$ cat src/hdl/month_calendar_layout_assert.svh
// Assertion macros for the month calendar layout block.
// Used by the top level; each macro expects signals named clk and rst_n in scope.
`ifndef MONTH_CALENDAR_LAYOUT_ASSERT_SVH
`define MONTH_CALENDAR_LAYOUT_ASSERT_SVH

// Same-cycle implication, checked outside reset.
`define MCL_ASSERT_NOW(label, ante, cons) \
    label: assert property (@(posedge clk) disable iff (!rst_n) (ante) |-> (cons)) \
        else $error("month_calendar_layout: same-cycle check failed");

// Next-cycle implication, checked outside reset.
`define MCL_ASSERT_NEXT(label, ante, cons) \
    label: assert property (@(posedge clk) disable iff (!rst_n) (ante) |=> (cons)) \
        else $error("month_calendar_layout: next-cycle check failed");

`endif

$ cat src/hdl/mcl_pkg.sv
// Shared types, constants and helper functions for the month calendar layout.
// Used by mcl_ctrl, mcl_dp and month_calendar_layout; depends on nothing.
package mcl_pkg;

    localparam int unsigned MAX_YEAR_DEFAULT = 9999;

    localparam int YEAR_W  = 14;
    localparam int MONTH_W = 4;
    localparam int DAY_W   = 5;
    localparam int WD_W    = 3;
    localparam int ROW_W   = 3;

    // Reference point: 1 January 1990 was a Monday.
    localparam logic [YEAR_W-1:0] EPOCH_YEAR    = 14'd1990;
    localparam logic [WD_W-1:0]   EPOCH_WEEKDAY = 3'd1;
    localparam logic [8:0]        EPOCH_R400    = 9'd390;
    localparam logic [6:0]        EPOCH_R100    = 7'd90;
    localparam logic [8:0]        R400_LAST     = 9'd399;
    localparam logic [6:0]        R100_LAST     = 7'd99;

    localparam logic [MONTH_W-1:0] FIRST_MONTH = 4'd1;
    localparam logic [MONTH_W-1:0] FEBRUARY    = 4'd2;
    localparam logic [MONTH_W-1:0] LAST_MONTH  = 4'd12;
    localparam logic [WD_W-1:0]    SATURDAY    = 3'd6;
    localparam logic [WD_W-1:0]    SUNDAY      = 3'd0;
    localparam logic [DAY_W-1:0]   SHORT_MONTH = 5'd28;

    localparam logic [DAY_W-1:0] BASE_LEN [12] = '{
        5'd31, 5'd28, 5'd31, 5'd30, 5'd31, 5'd30,
        5'd31, 5'd31, 5'd30, 5'd31, 5'd30, 5'd31
    };

    // Commands from the controller to the datapath.
    typedef struct packed {
        logic load;
        logic year_step;
        logic month_step;
        logic day_setup;
        logic emit;
    } mcl_cmd_t;

    // Status from the datapath to the controller.
    typedef struct packed {
        logic in_ok;
        logic year_done;
        logic month_done;
        logic day_last;
        logic out_free;
    } mcl_status_t;

    // Leap year from the year's residues modulo 400 and modulo 100.
    function automatic logic leap_of(input logic [8:0] r400, input logic [6:0] r100);
        return ((r400[1:0] == 2'd0) && (r100 != 7'd0)) || (r400 == 9'd0);
    endfunction

    // Length of month m (1..12) for a leap or common year.
    function automatic logic [DAY_W-1:0] month_len(input logic [MONTH_W-1:0] m,
                                                   input logic leap);
        logic [MONTH_W-1:0] idx;
        idx = m - FIRST_MONTH;
        if ((m == FEBRUARY) && leap)
            return BASE_LEN[idx] + 5'd1;
        return BASE_LEN[idx];
    endfunction

    // Sum of two values below 7, reduced modulo 7.
    function automatic logic [WD_W-1:0] add_mod7(input logic [WD_W-1:0] a,
                                                 input logic [WD_W-1:0] b);
        logic [WD_W:0] s;
        s = {1'b0, a} + {1'b0, b};
        if (s >= 4'd7)
            return WD_W'(s - 4'd7);
        return s[WD_W-1:0];
    endfunction

endpackage

$ cat src/hdl/month_calendar_layout.sv
// Usage: lays out one Gregorian month as a stream of day items.
// Input channel (in_valid/in_stall) takes a year and a month. Output channel
// (out_valid/out_stall) returns one item per day: day_number, weekday
// (0 = Sunday), grid_row, month_length and last_day on the final day.
// An item with a month outside 1..12 or a year above MAX_YEAR is taken and
// dropped without any output.
// Sequence: after acceptance the block walks one year per cycle from 1990 to the
// requested year, then through the months before the requested one (up to 11),
// then a setup step, then one day item per cycle while the receiver is free.
// The year walk is done in the datapath; one item is in work at a time.
// The next item is taken as soon as the last day item is loaded into the
// output register, while it may still wait for the receiver.
// When out_stall is high a valid output item holds and day emission pauses.
// Reset empties the output register and returns the sequencer to idle.
// Files: depends on mcl_pkg, mcl_ctrl, mcl_dp and the assertion header.
module month_calendar_layout
    import mcl_pkg::*;
#(
    parameter int unsigned MAX_YEAR = MAX_YEAR_DEFAULT
)
(
    input  logic                clk,
    input  logic                rst_n,
    input  logic                in_valid,
    output logic                in_stall,
    input  logic [YEAR_W-1:0]   year,
    input  logic [MONTH_W-1:0]  month,
    output logic                out_valid,
    input  logic                out_stall,
    output logic [DAY_W-1:0]    day_number,
    output logic [WD_W-1:0]     weekday,
    output logic [ROW_W-1:0]    grid_row,
    output logic [DAY_W-1:0]    month_length,
    output logic                last_day
);

`include "month_calendar_layout_assert.svh"

    mcl_cmd_t    cmd;
    mcl_status_t status;

    // Sequencer.
    mcl_ctrl u_ctrl (
        .clk      (clk),
        .rst_n    (rst_n),
        .in_valid (in_valid),
        .in_stall (in_stall),
        .status   (status),
        .cmd      (cmd)
    );

    // Counters and output register.
    mcl_dp #(
        .MAX_YEAR (MAX_YEAR)
    ) u_dp (
        .clk          (clk),
        .rst_n        (rst_n),
        .year         (year),
        .month        (month),
        .cmd          (cmd),
        .status       (status),
        .out_stall    (out_stall),
        .out_valid    (out_valid),
        .day_number   (day_number),
        .weekday      (weekday),
        .grid_row     (grid_row),
        .month_length (month_length),
        .last_day     (last_day)
    );

    // A day item taken that is not the last one is followed at once by the next.
    `MCL_ASSERT_NEXT(a_days_continue, out_valid && !out_stall && !last_day, out_valid)
    // The final day item carries the month's length as its day number.
    `MCL_ASSERT_NOW(a_last_matches_len, out_valid && last_day, day_number == month_length)
    // Grid coordinates stay on the seven-by-six grid.
    `MCL_ASSERT_NOW(a_grid_bounds, out_valid, (weekday <= 3'd6) && (grid_row <= 3'd5))
    // No new item is taken during the year walk, the month walk or day emission.
    `MCL_ASSERT_NOW(a_no_load_busy, cmd.emit || cmd.year_step || cmd.month_step, in_stall)

endmodule

$ cat src/hdl/mcl_ctrl.sv
// Sequencer for the month calendar layout: year walk, month walk, day emission.
// Depends on mcl_pkg for the command and status structs.
module mcl_ctrl
    import mcl_pkg::*;
(
    input  logic        clk,
    input  logic        rst_n,
    input  logic        in_valid,
    output logic        in_stall,
    input  mcl_status_t status,
    output mcl_cmd_t    cmd
);

    typedef enum logic [1:0] {
        S_IDLE,
        S_YEARS,
        S_MONTHS,
        S_DAYS
    } state_t;

    state_t state_reg, state_next;
    logic   stall_reg;

    // Next state and commands for the datapath.
    always_comb
    begin
        state_next = state_reg;
        cmd        = '0;
        unique case (state_reg)
            S_IDLE:
            begin
                if (in_valid)
                begin
                    cmd.load = 1'b1;
                    if (status.in_ok)
                        state_next = S_YEARS;
                end
            end
            S_YEARS:
            begin
                if (status.year_done)
                    state_next = S_MONTHS;
                else
                    cmd.year_step = 1'b1;
            end
            S_MONTHS:
            begin
                if (status.month_done)
                begin
                    cmd.day_setup = 1'b1;
                    state_next    = S_DAYS;
                end
                else
                    cmd.month_step = 1'b1;
            end
            S_DAYS:
            begin
                if (status.out_free)
                begin
                    cmd.emit = 1'b1;
                    if (status.day_last)
                        state_next = S_IDLE;
                end
            end
            default:
            begin
                state_next = S_IDLE;
            end
        endcase
    end

    // State and the registered input stall.
    always_ff @(posedge clk or negedge rst_n)
    begin
        if (!rst_n)
        begin
            state_reg <= S_IDLE;
            stall_reg <= 1'b0;
        end
        else
        begin
            state_reg <= state_next;
            stall_reg <= (state_next != S_IDLE);
        end
    end

    assign in_stall = stall_reg;

endmodule

$ cat src/hdl/mcl_dp.sv
// Datapath for the month calendar layout: year and month walks, day counters
// and the output register. Depends on mcl_pkg; driven by mcl_ctrl commands.
module mcl_dp
    import mcl_pkg::*;
#(
    parameter int unsigned MAX_YEAR = MAX_YEAR_DEFAULT
)
(
    input  logic                clk,
    input  logic                rst_n,
    input  logic [YEAR_W-1:0]   year,
    input  logic [MONTH_W-1:0]  month,
    input  mcl_cmd_t            cmd,
    output mcl_status_t         status,
    input  logic                out_stall,
    output logic                out_valid,
    output logic [DAY_W-1:0]    day_number,
    output logic [WD_W-1:0]     weekday,
    output logic [ROW_W-1:0]    grid_row,
    output logic [DAY_W-1:0]    month_length,
    output logic                last_day
);

    logic [YEAR_W-1:0]  year_tgt_reg, cur_year_reg;
    logic [MONTH_W-1:0] month_tgt_reg, mcnt_reg;
    logic               fwd_reg;
    logic [8:0]         r400_reg, r400_next, r400_prev;
    logic [6:0]         r100_reg, r100_next, r100_prev;
    logic [WD_W-1:0]    wd_reg;
    logic [DAY_W-1:0]   day_reg, len_reg;
    logic [WD_W-1:0]    col_reg;
    logic [ROW_W-1:0]   row_reg;
    logic               leap_cur, leap_prev;

    logic               out_valid_reg;
    logic [DAY_W-1:0]   out_day_reg, out_len_reg;
    logic [WD_W-1:0]    out_wd_reg;
    logic [ROW_W-1:0]   out_row_reg;
    logic               out_last_reg;

    // Residues of the neighboring years, used by the forward and backward walks.
    always_comb
    begin
        r400_next = (r400_reg == R400_LAST) ? 9'd0 : r400_reg + 9'd1;
        r100_next = (r100_reg == R100_LAST) ? 7'd0 : r100_reg + 7'd1;
        r400_prev = (r400_reg == 9'd0) ? R400_LAST : r400_reg - 9'd1;
        r100_prev = (r100_reg == 7'd0) ? R100_LAST : r100_reg - 7'd1;
        leap_cur  = leap_of(r400_reg, r100_reg);
        leap_prev = leap_of(r400_prev, r100_prev);
    end

    // Status toward the controller.
    always_comb
    begin
        status.in_ok      = (month >= FIRST_MONTH) && (month <= LAST_MONTH) &&
                            (32'(year) <= MAX_YEAR);
        status.year_done  = (cur_year_reg == year_tgt_reg);
        status.month_done = (mcnt_reg == month_tgt_reg);
        status.day_last   = (day_reg == len_reg);
        status.out_free   = !out_valid_reg || !out_stall;
    end

    // Walk registers: one year or one month per cycle, weekday kept modulo 7.
    always_ff @(posedge clk)
    begin
        if (cmd.load)
        begin
            year_tgt_reg  <= year;
            month_tgt_reg <= month;
            fwd_reg       <= (year >= EPOCH_YEAR);
            cur_year_reg  <= EPOCH_YEAR;
            r400_reg      <= EPOCH_R400;
            r100_reg      <= EPOCH_R100;
            wd_reg        <= EPOCH_WEEKDAY;
            mcnt_reg      <= FIRST_MONTH;
        end
        else if (cmd.year_step)
        begin
            if (fwd_reg)
            begin
                // Step over the current year, then move to the next one.
                wd_reg       <= add_mod7(wd_reg, leap_cur ? 3'd2 : 3'd1);
                cur_year_reg <= cur_year_reg + 14'd1;
                r400_reg     <= r400_next;
                r100_reg     <= r100_next;
            end
            else
            begin
                // Move to the previous year and take its length back off.
                wd_reg       <= add_mod7(wd_reg, leap_prev ? 3'd5 : 3'd6);
                cur_year_reg <= cur_year_reg - 14'd1;
                r400_reg     <= r400_prev;
                r100_reg     <= r100_prev;
            end
        end
        else if (cmd.month_step)
        begin
            wd_reg   <= add_mod7(wd_reg,
                                 WD_W'(month_len(mcnt_reg, leap_cur) - SHORT_MONTH));
            mcnt_reg <= mcnt_reg + 4'd1;
        end
    end

    // Day counters for the emission phase.
    always_ff @(posedge clk)
    begin
        if (cmd.day_setup)
        begin
            day_reg <= 5'd1;
            col_reg <= wd_reg;
            row_reg <= '0;
            len_reg <= month_len(month_tgt_reg, leap_cur);
        end
        else if (cmd.emit)
        begin
            day_reg <= day_reg + 5'd1;
            if (col_reg == SATURDAY)
            begin
                col_reg <= SUNDAY;
                row_reg <= row_reg + 3'd1;
            end
            else
                col_reg <= col_reg + 3'd1;
        end
    end

    // Output register: valid flag under reset, payload loaded on emit.
    always_ff @(posedge clk or negedge rst_n)
    begin
        if (!rst_n)
            out_valid_reg <= 1'b0;
        else if (cmd.emit)
            out_valid_reg <= 1'b1;
        else if (!out_stall)
            out_valid_reg <= 1'b0;
    end

    always_ff @(posedge clk)
    begin
        if (cmd.emit)
        begin
            out_day_reg  <= day_reg;
            out_wd_reg   <= col_reg;
            out_row_reg  <= row_reg;
            out_len_reg  <= len_reg;
            out_last_reg <= (day_reg == len_reg);
        end
    end

    assign out_valid    = out_valid_reg;
    assign day_number   = out_day_reg;
    assign weekday      = out_wd_reg;
    assign grid_row     = out_row_reg;
    assign month_length = out_len_reg;
    assign last_day     = out_last_reg;

endmodule

$ cat config.mk
export PLATFORM = sky130hd
export DESIGN_NAME = month_calendar_layout
export DESIGN_NICKNAME = d
export VERILOG_FILES = /design/src/hdl/mcl_pkg.sv /design/src/hdl/month_calendar_layout.sv /design/src/hdl/mcl_ctrl.sv /design/src/hdl/mcl_dp.sv
export VERILOG_INCLUDE_DIRS = /design/src /design/src/hdl
export SDC_FILE = /design/constraint.sdc
export NUM_CORES = 1
export LEC_CHECK = 0
export BUFFER_PORTS_ARGS = -buffer_cell sky130_fd_sc_hd__buf_2
export CORE_UTILIZATION = 50
export CTS_BUF_LIST = sky130_fd_sc_hd__clkbuf_2 sky130_fd_sc_hd__clkbuf_4 sky130_fd_sc_hd__clkbuf_8
export CTS_CLUSTER_SIZE = 25
export DETAILED_ROUTE_END_ITERATION = 10
export GPL_ROUTABILITY_DRIVEN = 1
export GPL_TIMING_DRIVEN = 0
export PLACE_DENSITY = 0.71
export SLEW_MARGIN = 40
export SYNTH_ARGS = -nofsm -noshare
export SYNTH_HDL_FRONTEND = slang
export SYNTH_HIERARCHICAL = 1
export SYNTH_SLANG_ARGS = --single-unit
$ cat constraint.sdc
create_clock -name clk -period 5.2 [get_ports clk]
set_input_delay 1.04 -clock clk [delete_from_list [all_inputs] [get_ports clk]]
set_output_delay 1.04 -clock clk [all_outputs]
set_load 0.02 [all_outputs]
---- After elaboration in Yosys (flattened, before gate mapping) ----
Memory sizes are Yosys's and may differ from the RTL's.
Cells that the tools add are included.
word-level totals
  memories ................................ 2
  logic and storage cells ................. 159
  input bits .............................. 22
  output and inout port bits .............. 19
  ROM bits ................................ 160
  register bits after elaboration ......... 93
memory list
  memory           depth  width  rd ports  clocked after Yosys merged registers in  write ports  line           text
  (no name shown)  16     5      1         0                                        0            mcl_pkg.sv:62  return BASE_LEN[idx] + 5'd1;
  (no name shown)  16     5      1         0                                        0            mcl_pkg.sv:62
operators by class
  add/sub/neg operators ................... 21
  multiplexer cells ....................... 68
  reductions and logical operators ........ 24
  equality and inequality tests ........... 12
  bitwise logic cells ..................... 3
  magnitude comparators ................... 9
operators by type and width
  cell                   count
  $mux 3                 19
  $mux 1                 28
  $mux 9                 3
  $mux 7                 3
  $mux 5                 4
  $logic_not 9->1        2
  $mux 2                 9
  $add 14x1->14 const B  1
  $eq 14x14->1           1
  $ge 14x11->1 const B   1
  $le 14x14->1 const B   1
  $mux 14                1
  $reduce_bool 7->1      2
  $sub 14x1->14 const B  1
  $ge 4x3->1 const B     3
  $sub 3x3->3 const B    4
  $add 5x1->5 const B    2
  $ge 5x5->1 const B     2
  $not 4->5              2
  $add 3x1->3 const B    3
  $add 9x1->9 const B    1
  $eq 9x9->1 const B     1
  $sub 9x1->9 const B    1
  $add 3x3->4            2
  24 further kinds       40

---- Longest topological paths before layout ----
  depth after elaboration ................. 22
  depth in mapped cells ................... 18
  mapped depth without buffers ............ 17

---- Hierarchy ----
Netlist, hierarchy kept.
modules (own cells, without submodules)
  module    cells an instance  sequential area each (µm²)  area an instance (µm²)  instances
  mcl_dp    591                2,127.0                     5,576.6                 1
  mcl_ctrl  18                 75.1                        176.4                   1

---- Worst setup path after synthesis ----
Ideal clock, no wire load.
  path kind ............................... register to register
  start ................................... register u_dp.r400_reg[1]
  end ..................................... register u_dp.wd_reg[2]
  arrival time ............................ 3.859 ns
  path slack .............................. 1.209 ns
  period minus slack after synthesis ...... 3.991 ns
  cell stages (with the launch flop) ...... 19
  path buffers ............................ 1
  cells stage by stage .................... dfxtp_1 > buf_6 > inv_1 > ha_1 > or3b_1 > nor4_2 > a31oi_1 > o32a_1 > o41ai_1 > ha_1 > inv_1 > fa_1 > inv_1 > ha_1 > nand2b_1 > and2_1 > mux4_2 > nand2_1 > a21oi_1
between the ends
  longest elaborated chain between the ends .. 22
  elaborated cells on any way between the ends .. 52
  those cells by class .................... 8 x add/sub; 3 x order compare; 32 x mux; 9 x reduce/logical
RTL lines
  element                                                               line          text
  from (decl)                                                           mcl_dp.sv:27  logic [8:0] r400_reg, r400_next, r400_prev;
  from (signal assigned)                                                mcl_dp.sv:84  r400_reg <= r400_next;
  from (signal assigned)                                                mcl_dp.sv:92  r400_reg <= r400_prev;
  parallel branches: the longest is 21 deep, another holds $sub 3x3->3  --
  $mux 3 *                                                              mcl_dp.sv:77  else if (cmd.year_step)
  to (signal assigned)                                                  mcl_dp.sv:82  wd_reg <= add_mod7(wd_reg, leap_cur ? 3'd2 : 3'd1);
  to (signal assigned)                                                  mcl_dp.sv:90  wd_reg <= add_mod7(wd_reg, leap_prev ? 3'd5 : 3'd6);
  to (signal assigned)                                                  mcl_dp.sv:98  wd_reg <= add_mod7(wd_reg,
  to (decl)                                                             mcl_dp.sv:29  logic [WD_W-1:0] wd_reg;
Every way passes the cells marked *. The select of a mux whose other input is x is not followed.
A chain may end at the register's enable or synchronous reset.

---- Worst setup path in the final report ----
  start ................................... register u_dp.r400_reg[0]
  end ..................................... register u_dp.wd_reg[2]
The elaborated chain is that of the path after synthesis.

==> results.md <==
- Drt drc: 0
- Drt wl/cell: 16.9 um
- Worst Hold Class: input pin to async pin
- DRT Pass-1 Iters: 5
- Total gr overflow: 0
- Max_slew headroom: 51.8%
- Hpwl dp: 9860 um
- Post-synth cell types: 79
- Num rows: 38
- FF+latch count, synth: 89
- Synth warn: 6
- Final instance area: 6330 um^2
- Final period util: 89.1%
- Share of the synthesized area in the top cell type: 20.9%
- Core area: 11000 um^2
- Setup TNS: 0 ns
- Number of global-route vias before repair: 4543
- Largest net degree at the start of global routing: 23
- First-pass GRT wire length: 22200 um
- Slew Viols, Final: 0
- Max Cap Viol: 0
- Iter 0 DRT Violations: 264
- Starting density of the core: 52.2%
- Fin nets: 723
- CTS tree: built
- Skew final: 0.0157 ns
- Power density over the cells: 635 nW/um^2
- Slowest CP cell: o41ai_1
- Crit-path cells: inv_1 -> ha_1 -> nor3b_1 -> and3_1 -> a21oi_1 -> o41ai_1 -> ha_1 -> inv_1 -> fa_1 -> inv_1 -> ha_1 -> nand2b_1 -> and2_1 -> mux4_2 -> nand2_1 -> a21oi_1
- Unrepaired setup endpoints after global routing: no
- Critical Path Sink Type: flop
- Resized Gates After CTS: 0
- Placed Area: 6130 um^2
- EDFF count, synth: 40
- Maximum fanout along the worst path: 8
- Top_reg_cell synth: dfxtp_1
- Worst setup SP type: flop
- Worst-margin pin slew: 0.723 ns
- Syn Nets: 672
- H-tree levels: 3
- Final hold vios: 0
- Clk buf depth: 2
- Die Width: 109 um
- Die footprint: 11900 um^2
- Critical Path Max Stage Delay: 0.63 ns
- Post-synthesis instance total: 609
- Clk_lat worst skew: 0.39 ns
- Final setup viols: 0
- Min cycle time layout: 4.63 ns
- PortBufs: 40
- Required time of the worst setup path: 5.46 ns
- Yosys top cell by area: edfxtp_1
- Worst IR drop on VDD: 332 uV
- Max Freq: 0.216 GHz
- Ys async rst share: 4.49%
- Final ANT Viol Nets: 0
- Final std cells w/o fill: 805
- Sequential fraction of the synthesis area: 38.3%
- Antenna diodes: 0
- Top cells by area, synth: edfxtp_1 21%, dfxtp_1 16%, ha_1 8.0%, xor2_1 4.4%, a21oi_1 3.8%
- P_leak: 2.48 nW
- Clock Tree Root: clkbuf_8
- CP Data Arrival Time: 4.89 ns
- Die H: 109 um
- Via density: 6.06
- Layout cells sized above 1: 13.8%
- Area growth syn-to-layout: 10.0%
- CP Class: flop to flop
- Total wire length: 13600 um
- Number of clock sinks: 89
- Placer Congestion: 0.881
- CTS Hold Bufs: 0
- Top-Level Pins: 41
- Clock transition at path regs: 0.11 ns
- Placed Cells: 789
- Synthesized area: 5750 um^2
- Initial antenna violation count: 0
- Total track usage: 24.0%
- Status: complete, no violations
- Setup bufs post-CTS: 0
- Number of buffers created by CTS: 9
- Mean Syn Cell Area: 9.45 um^2
- Via Count: 4878
placed cells by master, fill, tap and decap left out, types with 4 or more instances in the layout:
| master | synthesis | routed |
|---|---|---|
| a211o_1 | 8 | 8 |
| a21o_1 | 9 | 9 |
| a21oi_1 | 44 | 44 |
| a221oi_1 | 6 | 6 |
| a31oi_1 | 10 | 10 |
| and2_1 | 6 | 5 |
| and3_1 | 9 | 9 |
| buf_2 | 7 | 48 |
| clkbuf_1 | 17 | 17 |
| clkbuf_8 | 0 | 9 |
| dfrtp_1 | 4 | 4 |
| dfxtp_1 | 45 | 45 |
| edfxtp_1 | 40 | 40 |
| fa_1 | 4 | 4 |
| ha_1 | 37 | 37 |
| inv_1 | 23 | 23 |
| mux2i_1 | 11 | 11 |
| nand2_1 | 39 | 39 |
| nand2b_1 | 14 | 14 |
| nand3_1 | 14 | 14 |
| nand4_1 | 10 | 10 |
| nor2_1 | 42 | 42 |
| nor2b_1 | 8 | 8 |
| nor3_1 | 10 | 10 |
| nor3b_1 | 5 | 4 |
| nor4_1 | 7 | 7 |
| o211ai_1 | 9 | 9 |
| o21a_1 | 7 | 7 |
| o21ai_0 | 38 | 38 |
| or3_1 | 4 | 4 |
| xnor2_1 | 20 | 20 |
| xor2_1 | 29 | 29 |
layout make-up:
class	instances	area, um^2
Fill cell	958	4700
Multi-Input combinational cell	465	3330
Sequential cell	89	2200
Timing Repair Buffer	40	200
Tap cell	140	175
Buffer	31	143
Clock buffer	9	124
Inverter	24	90.1
Clock inverter	7	71.3
logic make-up after synthesis:
logic type	count (synthesis)	share of synthesized area (%)
AOI/OAI and AO/OA	169	19.4
xor gates and xnor gates	49	7.46
adders and majority gates	41	9.44
buffers and inverters	55	4.02
DFF	89	38.3
muxes	15	2.96
and+or+nand+nor	191	18.5
synth_stat cells (3+ instances only):
| cell type | count |
|---|---|
| dfxtp_1 | 45 |
| a21oi_1 | 44 |
| nor2_1 | 42 |
| edfxtp_1 | 40 |
| nand2_1 | 39 |
| o21ai_0 | 38 |
| ha_1 | 37 |
| xor2_1 | 29 |
| inv_1 | 23 |
| xnor2_1 | 20 |
| clkbuf_1 | 17 |
| nand2b_1 | 14 |
| nand3_1 | 14 |
| mux2i_1 | 11 |
| a31oi_1 | 10 |
| nand4_1 | 10 |
| nor3_1 | 10 |
| a21o_1 | 9 |
| and3_1 | 9 |
| o211ai_1 | 9 |
| a211o_1 | 8 |
| nor2b_1 | 8 |
| buf_2 | 7 |
| nor4_1 | 7 |
| o21a_1 | 7 |
| a221oi_1 | 6 |
| and2_1 | 6 |
| nor3b_1 | 5 |
| dfrtp_1 | 4 |
| fa_1 | 4 |
| or3_1 | 4 |
| a211oi_1 | 3 |
| buf_1 | 3 |
| nor4_2 | 3 |
| o31ai_1 | 3 |
where the power goes:
part | leakage [nW] | internal [mW] | switching, mW | total [mW]
sequential | 0.789 | 1.01 | 0.258 | 1.27
combinational | 1.60 | 0.961 | 1.31 | 2.27
clock | 0.0926 | 0.187 | 0.296 | 0.483
worst paths after layout:
path	from	endpoint	slack (ns)	depth (start not counted)
min in group clk	u_dp/row_reg[2]$_SDFFE_PP0P_	u_dp/grid_row[2]$_DFFE_PP_	0.46	0
min reg2reg	u_dp/row_reg[2]$_SDFFE_PP0P_	u_dp/grid_row[2]$_DFFE_PP_	0.46	0
max in group asynchronous	rst_n	u_ctrl/in_stall$_DFF_PN0_	4.65	1
min	rst_n	u_dp/out_valid$_DFFE_PN0P_	0.43	1
max reg2reg	u_dp/r400_reg[0]$_SDFFE_PP0P_	u_dp/wd_reg[2]$_SDFFE_PP0P_	0.57	16
max	u_dp/r400_reg[0]$_SDFFE_PP0P_	u_dp/wd_reg[2]$_SDFFE_PP0P_	0.57	16
worst max-delay path: cells and delay by family, from the launching register on:
kind / cells / cell delay (ns)
mux: 1 / 0.46
fa+ha+maj: 4 / 1.29
buf+inv: 3 / 0.27
simple gates: 5 / 1.29
compound gates: 3 / 0.78
flops: 1 / 0.41
stage by stage:
stage / worst slack (ns) / hold slack, ns / power [mW] / utilization (%)
6_report: 0.567 / 0.431 / 4.02 / 57.4
2_1_floorplan: 1.21 / 0.417 / 2.97 / -
4_1_cts: 0.677 / 0.412 / 4.00 / 57.3
3_3_place_gp: 0.821 / 0.422 / 3.40 / 55.6
3_5_place_dp: 0.724 / 0.445 / 3.51 / 55.6
5_1_grt: 0.307 / 0.418 / 4.34 / 57.4
per-layer routing:
| metal | up-vias | track usage [%] | share of wire [%] |
|---|---|---|---|
| met2 | 171 | 40.4 | 49 |
| met3 | 20 | 4.42 | 5.8 |
| li1 | 2350 | - | - |
| met5 | - | 0 | 0 |
| met4 | 0 | 9.05 | 1.9 |
| met1 | 2337 | 30.5 | 43 |
Note: power is estimated with default switching activity, not from simulation.
